File: src/hw/rtl/ltpd_pkg.sv
// Shared types, state codes and the per-type length table of the packet deframer.
package ltpd_pkg;

  localparam int unsigned BYTE_W = 8;
  localparam int unsigned LEN_W  = 16;

  localparam logic [LEN_W-1:0] LEN_VARIABLE = 16'h0000;
  localparam logic [LEN_W-1:0] LEN_UNKNOWN  = 16'hFFFF;
  localparam logic [LEN_W-1:0] LEN_SINGLE   = 16'h0001;
  localparam logic [LEN_W-1:0] LEN_MIN_VAR  = 16'h0003;

  typedef enum logic [4:0] {
    PH_IDLE   = 5'b00001,
    PH_LEN_HI = 5'b00010,
    PH_LEN_LO = 5'b00100,
    PH_BODY   = 5'b01000,
    PH_HALT   = 5'b10000
  } phase_t;

  // One result transaction as it leaves the framing logic.
  typedef struct packed {
    logic [BYTE_W-1:0] data_byte;
    logic [BYTE_W-1:0] packet_type;
    logic [LEN_W-1:0]  byte_offset;
    logic              packet_first;
    logic              packet_last;
    logic              framing_error;
  } result_t;

  // Total packet length per type byte; zero is variable, all ones is unknown.
  localparam logic [LEN_W-1:0] LEN_TABLE [256] = '{
    16'h0068, 16'h0005, 16'h0007, 16'h0000, 16'h0002, 16'h0005, 16'h0005, 16'h0007,
    16'h000e, 16'h0005, 16'h000b, 16'h010a, 16'h0000, 16'h0003, 16'h0000, 16'h003d,
    16'h00d7, 16'h0000, 16'h0000, 16'h000a, 16'h0006, 16'h0009, 16'h0001, 16'h0000,
    16'h0000, 16'h0000, 16'h0000, 16'h0025, 16'h0000, 16'h0005, 16'h0004, 16'h0008,
    16'h0013, 16'h0008, 16'h0003, 16'h001a, 16'h0007, 16'h0014, 16'h0005, 16'h0002,
    16'h0005, 16'h0001, 16'h0005, 16'h0002, 16'h0002, 16'h0011, 16'h000f, 16'h000a,
    16'h0005, 16'h0001, 16'h0002, 16'h0002, 16'h000a, 16'h028d, 16'h0000, 16'h0008,
    16'h0007, 16'h0009, 16'h0000, 16'h0000, 16'h0000, 16'h0002, 16'h0025, 16'h0000,
    16'h00c9, 16'h0000, 16'h0000, 16'h0229, 16'h02c9, 16'h0005, 16'h0000, 16'h000b,
    16'h0049, 16'h005d, 16'h0005, 16'h0009, 16'h0000, 16'h0000, 16'h0006, 16'h0002,
    16'h0000, 16'h0000, 16'h0000, 16'h0002, 16'h000c, 16'h0001, 16'h000b, 16'h006e,
    16'h006a, 16'h0000, 16'h0000, 16'h0004, 16'h0002, 16'h0049, 16'h0000, 16'h0031,
    16'h0005, 16'h0009, 16'h000f, 16'h000d, 16'h0001, 16'h0004, 16'h0000, 16'h0015,
    16'h0000, 16'h0000, 16'h0003, 16'h0009, 16'h0013, 16'h0003, 16'h000e, 16'h0000,
    16'h001c, 16'h0000, 16'h0005, 16'h0002, 16'h0000, 16'h0023, 16'h0010, 16'h0011,
    16'h0000, 16'h0009, 16'h0000, 16'h0002, 16'h0000, 16'h000d, 16'h0002, 16'h0000,
    16'h003e, 16'h0000, 16'h0002, 16'h0027, 16'h0045, 16'h0002, 16'h0000, 16'h0000,
    16'h0042, 16'h0000, 16'h0000, 16'h0000, 16'h000b, 16'h0000, 16'h0000, 16'h0000,
    16'h0013, 16'h0041, 16'h0000, 16'h0063, 16'h0000, 16'h0009, 16'h0000, 16'h0002,
    16'h0000, 16'h001a, 16'h0000, 16'h0102, 16'h0135, 16'h0033, 16'h0000, 16'h0000,
    16'h0003, 16'h0009, 16'h0009, 16'h0009, 16'h0095, 16'h0000, 16'h0000, 16'h0004,
    16'h0000, 16'h0000, 16'h0005, 16'h0000, 16'h0000, 16'h0000, 16'h0000, 16'h000d,
    16'h0000, 16'h0000, 16'h0000, 16'h0000, 16'h0000, 16'h0040, 16'h0009, 16'h0000,
    16'h0000, 16'h0003, 16'h0006, 16'h0009, 16'h0003, 16'h0000, 16'h0000, 16'h0000,
    16'h0024, 16'h0000, 16'h0000, 16'h0000, 16'h0006, 16'h00cb, 16'h0001, 16'h0031,
    16'h0002, 16'h0006, 16'h0006, 16'h0007, 16'h0000, 16'h0001, 16'h0000, 16'h004e,
    16'h0000, 16'h0002, 16'h0019, 16'h0000, 16'h0000, 16'h0000, 16'h0000, 16'h0000,
    16'h0000, 16'h010C, 16'hFFFF, 16'hFFFF, 16'h0009, 16'hFFFF, 16'hFFFF, 16'hFFFF,
    16'hFFFF, 16'hFFFF, 16'hFFFF, 16'hFFFF, 16'hFFFF, 16'hFFFF, 16'hFFFF, 16'hFFFF,
    16'hFFFF, 16'hFFFF, 16'hFFFF, 16'hFFFF, 16'hFFFF, 16'hFFFF, 16'hFFFF, 16'hFFFF,
    16'hFFFF, 16'hFFFF, 16'hFFFF, 16'hFFFF, 16'hFFFF, 16'hFFFF, 16'hFFFF, 16'hFFFF,
    16'hFFFF, 16'hFFFF, 16'hFFFF, 16'hFFFF, 16'hFFFF, 16'hFFFF, 16'hFFFF, 16'hFFFF
  };

endpackage

File: src/hw/rtl/ltpd_len_rom.sv
// Length table ROM with a registered read port.
module ltpd_len_rom
  import ltpd_pkg::*;
(
  input  logic              clk,
  input  logic              rd_en,
  input  logic [BYTE_W-1:0] rd_addr,
  output logic [LEN_W-1:0]  rd_data
);

  logic [LEN_W-1:0] rd_data_r;

  // Read data holds while rd_en is low.
  always_ff @(posedge clk) begin
    if (rd_en) begin
      rd_data_r <= LEN_TABLE[rd_addr];
    end
  end

  assign rd_data = rd_data_r;

endmodule

File: src/hw/rtl/ltpd_frame_fsm.sv
// Framing state machine and output register of the packet deframer.
module ltpd_frame_fsm
  import ltpd_pkg::*;
(
  input  logic              clk,
  input  logic              rst_n,
  input  logic              step_valid,
  input  logic [BYTE_W-1:0] step_byte,
  input  logic [LEN_W-1:0]  step_len,
  output logic              step_ready,
  output logic              res_valid,
  input  logic              res_ready,
  output result_t           res
);

  phase_t            phase_r, phase_nxt;
  logic [BYTE_W-1:0] type_r, type_nxt;
  logic [BYTE_W-1:0] len_hi_r, len_hi_nxt;
  logic [LEN_W-1:0]  exp_len_r, exp_len_nxt;
  logic [LEN_W-1:0]  pos_r, pos_nxt;
  logic              err_r, err_nxt;
  logic              res_valid_r, res_valid_nxt;
  result_t           res_r, res_nxt;
  logic              step_fire;
  logic [LEN_W-1:0]  total;
  logic [LEN_W:0]    pos_inc;

  assign step_ready = !res_valid_r || res_ready;
  assign step_fire  = step_valid && step_ready;
  assign total      = {len_hi_r, step_byte};
  assign pos_inc    = {1'b0, pos_r} + {{LEN_W{1'b0}}, 1'b1};

  always_comb begin
    phase_nxt   = phase_r;
    type_nxt    = type_r;
    len_hi_nxt  = len_hi_r;
    exp_len_nxt = exp_len_r;
    pos_nxt     = pos_r;
    err_nxt     = err_r;
    res_nxt     = res_r;
    res_valid_nxt = res_valid_r && !res_ready;

    if (step_fire) begin
      res_nxt.byte_offset  = '0;
      res_nxt.packet_first = 1'b0;
      res_nxt.packet_last  = 1'b0;
      unique case (phase_r)
        PH_IDLE: begin
          type_nxt = step_byte;
          res_nxt.packet_first = 1'b1;
          if (step_len == LEN_UNKNOWN) begin
            res_nxt.packet_last = 1'b1;
            err_nxt   = 1'b1;
            phase_nxt = PH_HALT;
          end else if (step_len == LEN_VARIABLE) begin
            pos_nxt   = LEN_W'(1);
            phase_nxt = PH_LEN_HI;
          end else if (step_len == LEN_SINGLE) begin
            res_nxt.packet_last = 1'b1;
            phase_nxt = PH_IDLE;
          end else begin
            exp_len_nxt = step_len;
            pos_nxt     = LEN_W'(1);
            phase_nxt   = PH_BODY;
          end
        end
        PH_LEN_HI: begin
          len_hi_nxt = step_byte;
          res_nxt.byte_offset = LEN_W'(1);
          pos_nxt   = LEN_W'(2);
          phase_nxt = PH_LEN_LO;
        end
        PH_LEN_LO: begin
          res_nxt.byte_offset = LEN_W'(2);
          if (total < LEN_MIN_VAR) begin
            res_nxt.packet_last = 1'b1;
            err_nxt   = 1'b1;
            phase_nxt = PH_HALT;
          end else begin
            exp_len_nxt = total;
            if (total == LEN_MIN_VAR) begin
              res_nxt.packet_last = 1'b1;
              phase_nxt = PH_IDLE;
            end else begin
              pos_nxt   = LEN_W'(3);
              phase_nxt = PH_BODY;
            end
          end
        end
        PH_BODY: begin
          res_nxt.byte_offset = pos_r;
          if (pos_inc >= {1'b0, exp_len_r}) begin
            res_nxt.packet_last = 1'b1;
            phase_nxt = PH_IDLE;
          end else begin
            pos_nxt = pos_inc[LEN_W-1:0];
          end
        end
        default: begin
          phase_nxt = PH_HALT;
        end
      endcase
      res_nxt.data_byte     = step_byte;
      res_nxt.packet_type   = type_nxt;
      res_nxt.framing_error = err_nxt;
      res_valid_nxt = 1'b1;
    end
  end

  always_ff @(posedge clk) begin
    if (!rst_n) begin
      phase_r     <= PH_IDLE;
      type_r      <= '0;
      len_hi_r    <= '0;
      exp_len_r   <= '0;
      pos_r       <= '0;
      err_r       <= 1'b0;
      res_valid_r <= 1'b0;
    end else begin
      phase_r     <= phase_nxt;
      type_r      <= type_nxt;
      len_hi_r    <= len_hi_nxt;
      exp_len_r   <= exp_len_nxt;
      pos_r       <= pos_nxt;
      err_r       <= err_nxt;
      res_valid_r <= res_valid_nxt;
    end
  end

  always_ff @(posedge clk) begin
    res_r <= res_nxt;
  end

  assign res_valid = res_valid_r;
  assign res       = res_r;

endmodule

File: src/hw/rtl/length_table_packet_deframer_core.sv
// Top level of the length table packet deframer: input stage, table ROM and framing logic.
//
//   Channel  Direction  tdata                                      tuser / tlast
//   in_      slave      [7:0] stream_byte                          -
//   out_     master     [7:0] data_byte, [15:8] packet_type,       tuser[0] packet_first,
//                       [31:16] byte_offset                        tuser[1] framing_error,
//                                                                  tlast packet_last
//
// One byte per cycle sustained while out_tready is high; a byte passes through the input
// stage register and then the output register. The table ROM is read as a byte is taken,
// and the framing step runs on the registered table entry, so each step sees the state
// the previous byte left. Synchronous active-low reset clears all framing state and the
// sticky error. The input stage buffers one byte while the output is stalled.
module length_table_packet_deframer_core
  import ltpd_pkg::*;
(
  input  logic        clk,
  input  logic        rst_n,
  input  logic        in_tvalid,
  output logic        in_tready,
  input  logic [7:0]  in_tdata,   // [7:0] stream_byte
  output logic        out_tvalid,
  input  logic        out_tready,
  output logic [31:0] out_tdata,  // [7:0] data_byte, [15:8] packet_type, [31:16] byte_offset
  output logic [1:0]  out_tuser,  // [0] packet_first, [1] framing_error
  output logic        out_tlast   // packet_last
);

  logic              s1_valid_r, s1_valid_nxt;
  logic [BYTE_W-1:0] s1_byte_r;
  logic              in_fire;
  logic              step_ready;
  logic [LEN_W-1:0]  step_len;
  result_t           res;

  assign in_tready    = !s1_valid_r || step_ready;
  assign in_fire      = in_tvalid && in_tready;
  assign s1_valid_nxt = in_fire || (s1_valid_r && !step_ready);

  always_ff @(posedge clk) begin
    if (!rst_n) begin
      s1_valid_r <= 1'b0;
    end else begin
      s1_valid_r <= s1_valid_nxt;
    end
  end

  always_ff @(posedge clk) begin
    if (in_fire) begin
      s1_byte_r <= in_tdata;
    end
  end

  ltpd_len_rom u_len_rom (
    .clk     (clk),
    .rd_en   (in_fire),
    .rd_addr (in_tdata),
    .rd_data (step_len)
  );

  ltpd_frame_fsm u_frame_fsm (
    .clk        (clk),
    .rst_n      (rst_n),
    .step_valid (s1_valid_r),
    .step_byte  (s1_byte_r),
    .step_len   (step_len),
    .step_ready (step_ready),
    .res_valid  (out_tvalid),
    .res_ready  (out_tready),
    .res        (res)
  );

  assign out_tdata = {res.byte_offset, res.packet_type, res.data_byte};
  assign out_tuser = {res.framing_error, res.packet_first};
  assign out_tlast = res.packet_last;

endmodule
File: config.mk
export PLATFORM = sky130hd
export DESIGN_NAME = length_table_packet_deframer_core
export DESIGN_NICKNAME = d
export VERILOG_FILES = /design/src/hw/rtl/ltpd_pkg.sv /design/src/hw/rtl/ltpd_len_rom.sv /design/src/hw/rtl/ltpd_frame_fsm.sv /design/src/hw/rtl/length_table_packet_deframer_core.sv
export SDC_FILE = /design/constraint.sdc
export NUM_CORES = 1
export LEC_CHECK = 0
export BUFFER_PORTS_ARGS = -buffer_cell sky130_fd_sc_hd__clkbuf_2
export CAP_MARGIN = 20
export CORE_MARGIN = 2
export CORE_UTILIZATION = 23
export DETAILED_ROUTE_END_ITERATION = 6
export PLACE_DENSITY = 0.36
export SLEW_MARGIN = 15
export SYNTH_ARGS = -nofsm -noshare
export SYNTH_HDL_FRONTEND = slang
export SYNTH_SLANG_ARGS = --single-unit
File: constraint.sdc
create_clock -name clk -period 2.8 [get_ports clk]
set_input_delay 0.28 -clock clk [delete_from_list [all_inputs] [get_ports clk]]
set_output_delay 0.28 -clock clk [all_outputs]
set_load 0.005 [all_outputs]
==> summary.md <==
| Metric | Value |
|---|---|
| H-tree depth reported by CTS | 3 |
| Die area | 31,800 um2 |
| Rel. slew slack | 54.1% |
| Netlist cell types | 78 |
| Pwr dens | 451 nW/um2 |
| Number of synthesized register bits | 110 |
| CTS max path bufs | 2 |
| Commonest non-fill, non-tap cell in the layout | nand2_1 |
| Final Core Density | 29.2% |
| Pint | 0.00279 W |
| Switching power | 0.00114 W |
| Worst Setup End Kind | flop |
| # setup viols final | 17 |
| CTS buffer count | 9 |
| Setup Crit Path Kind | flop to flop |
| Arr. time, crit path | 3300 ps |
| GP Congestion | 0.810 |
| Fmax achieved | 331 MHz |
| GRT overflow | 0 |
| Worst R2R Path Depth | 12 |
| Antenna Violating Nets Remaining | 0 |
| Met2 Resource Use GR | 25.6% |
| Buf/Inv on CP | 1 |
| Core area | 29,800 um2 |
| Placed cell count | 1,268 |
| Pleak | 3.35 nW |
| Nets | 935 |
| Final WS setup | -224 ps |
| Switching Fraction | 29.1% |
| # rows | 63 |
| Mapped Cells | 806 |
| Drt total wl | 23,600 um |
| Most frequent cells in the layout | nand2_1, buf_4, nor2_1 |
| GRT busiest layer | met2 |
| Clk pwr share | 34.6% |
| Via density | 4.93 |
| FF-to-FF Start | u_frame_fsm.pos_r[5] |
| Met1 Use GR | 20.2% |
| CP max FO | 8 |
| Total of max-cap violations | 0 |
| Slew Viols, Final | 0 |
| Seq/Total Area, Yosys | 39.2% |
| Clk slew on worst S/H paths | 80 ps |
| CP max-delay cell | dfxtp_2 |
| Asr flop ratio synth | 0% |
| Fraction of layout cells with a size suffix above 1 | 23.7% |
| Crit-path max cell delay | 340 ps |
| Worst hold slack | 179 ps |
| Buffers on Ports | 48 |
| Total global routing track utilization | 14.9% |
| Root Buffer | clkbuf_16 |
| Iter 0 DRT Violations | 483 |
| Worst Hold End | s1_valid_r |
| Status | finished, violations left |
| Clock skew | 10.5 ps |
| Ys flop type | dfxtp_1 |
| Hold Path Origin | in_tvalid |
| Period utilisation layout | 108% |
| Met3 Use GR | 1.68% |
| Largest net degree at the start of global routing | 53 |
| Post-synthesis cell area | 7000 um2 |
| Pre-antenna DRT Iters | 5 |
| Fill cells | 3,192 |
| Antenna cells | 0 |
| CP Cell Sequence | and4_4 -> nand4_4 -> nor2_2 -> xor2_1 -> ha_1 -> and4_1 -> nor2b_4 -> a31o_1 -> a221oi_4 -> and3_4 -> clkbuf_16 -> mux2i_1 |
| Area added between synthesis and finish | 24.5% |
| TritonCTS clock tree | built |
| Hold path cells | 3 |
| Number of global-route vias before repair | 6,291 |
| Post-synth net total | 843 |
| Post-Layout Cell Count | 1,293 |
| Worst EP required | 3080 ps |
| Die Wd | 178 um |
| Average cell area after synthesis | 8.68 um2 |
| Slew @ Worst Pin | 671 ps |
| Hold Vio Cnt, Final | 0 |
| R2R setup slack | -220 ps |
| Violated checks | negative setup slack |
| Die height | 178 um |
| DR vias | 6,380 |
| CTS Sinks | 110 |
| Ports | 49 |
| Hold/Removal Path Class | input pin to flop |
| Startpoint types | flop |
| Initial antenna violation count | 0 |
| Post-layout minimum cycle time | 3020 ps |
| Clk Latency, worst-skew pair | 350 ps |
| Average routed wire per standard cell | 18.2 um |
| Reg-to-Reg End | u_frame_fsm.pos_r[6] |
| Maximum VDD drop | 281 uV |
| Detailed Place HPWL | 17,100 um |
| RSZ-0062 raised after global routing | true |
| Initial Util | 23.5% |
| Sequential share of power | 46.3% |
| Top delay family on crit path | simple AND/OR/NAND/NOR gates |
| Yosys warnings | 0 |
| First-pass GRT wire length | 37,000 um |
| Combinational power share | 19.1% |
| Number of synthesized flops with an enable pin | 54 |
| Residual DRC | 0 |
synthesized netlist by cell type (8+ instances only):
cell type	n	area, um2
a31oi_1	13	81.3
clkbuf_1	44	165
o211ai_1	12	90.1
edfxtp_1	54	1620
nor3_1	11	55.1
nand2b_1	12	75.1
mux2i_1	26	260
buf_2	10	50.1
a211oi_1	13	97.6
nand3_1	24	120
a21oi_1	51	255
mux2_2	8	90.1
a311oi_1	16	140
nor2b_1	13	81.3
ha_1	25	313
nor4_1	8	50.1
o21ai_0	35	175
dfxtp_1	56	1120
nor2_1	69	259
o31ai_1	8	60.1
nand4_1	13	81.3
xnor2_1	13	114
and2_1	18	113
nand2_1	109	409
inv_1	29	109
worst reg2reg max path, stage by stage, from the launching register on:
cell and delay [ps]:
dfxtp_2 340, and4_4 270, nand4_4 170, nor2_2 170, xor2_1 210, ha_1 280
and4_1 230, nor2b_4 130, a31o_1 210, a221oi_4 340, and3_4 270, clkbuf_16 170
mux2i_1 170
power by group through the flow:
stage	Clock, W	Sequential, W	Combinational, W
after global routing	0.00146	0.00183	0.000828
after CTS	0.00141	0.00182	0.000744
after floorplan	0	0.00185	0.000445
after detailed placement	0	0.00186	0.000731
final	0.00136	0.00182	0.000749
after global placement	0	0.00186	0.000740
worst max path at each step:
stage,start,end,cells after the start
floorplan,u_frame_fsm.pos_r[2],u_frame_fsm.pos_r[10],14
global placement,u_frame_fsm.pos_r[0],u_frame_fsm.pos_r[2],12
detailed placement,u_frame_fsm.pos_r[4],u_frame_fsm.pos_r[9],12
CTS,u_frame_fsm.pos_r[5],u_frame_fsm.pos_r[9],12
global route,u_frame_fsm.pos_r[2],u_frame_fsm.pos_r[13],12
finish,u_frame_fsm.pos_r[5],u_frame_fsm.pos_r[6],12
layout make-up:
type / count / area (um2) / share of cell area, %
multi-input cells: 599 / 3970 / 45.6
flip-flops and latches: 110 / 2750 / 31.6
repair buffers: 146 / 1080 / 12.4
well taps: 390 / 488 / 5.60
clock buffers: 10 / 229 / 2.63
inverters: 32 / 120 / 1.38
clock inverters: 6 / 78.8 / 0.905
layer usage:
metal	up-vias	routed length, um
met1	3089	11400
met3	18	737
met5	-	0
li1	3143	-
met2	130	11200
met4	0	293
metrics by stage:
stage | instance area, um2 | total power, W | worst slack, ps | TNS [ps]
6_report | 8710 | 0.00393 | -224 | -3300
5_1_grt | 8710 | 0.00412 | -347 | -5450
4_1_cts | 8640 | 0.00397 | -163 | -2310
3_5_place_dp | 8240 | 0.00259 | -217 | -3670
3_3_place_gp | 8240 | 0.00260 | -223 | -4230
2_1_floorplan | 7080 | 0.00229 | -115 | -1120
flip-flops by register name, summed over array words and instances (netlist names):
register               cells
u_frame_fsm.pos_r         16
u_frame_fsm.exp_len_r     16
u_frame_fsm.type_r         8
u_frame_fsm.res           35
u_frame_fsm.err_r          1
s1_valid_r                 1
u_frame_fsm.phase_r        5
s1_byte_r                  8
u_frame_fsm.res_valid      1
u_len_rom.rd_data         11
u_frame_fsm.len_hi_r       8
cells by family after synthesis:
group,Yosys count,synth area share (%)
XOR/XNOR,17,2.13
flip-flops,110,39.2
AND/OR/NAND/NOR,311,21.7
AO/OA/AOI/OAI,210,20.9
multiplexers,36,5.65
buffers and inverters,97,5.99
adder cells (fa/ha/maj),25,4.47
what timing repair did:
action,CTS,global route
pin swaps,5,9
endpoints found under the setup margin,21,21
cloned,0,1
buffers inserted,6,2
hold buffers,0,0
resized for setup,13,4
Note: power is estimated with default switching activity, not from simulation.
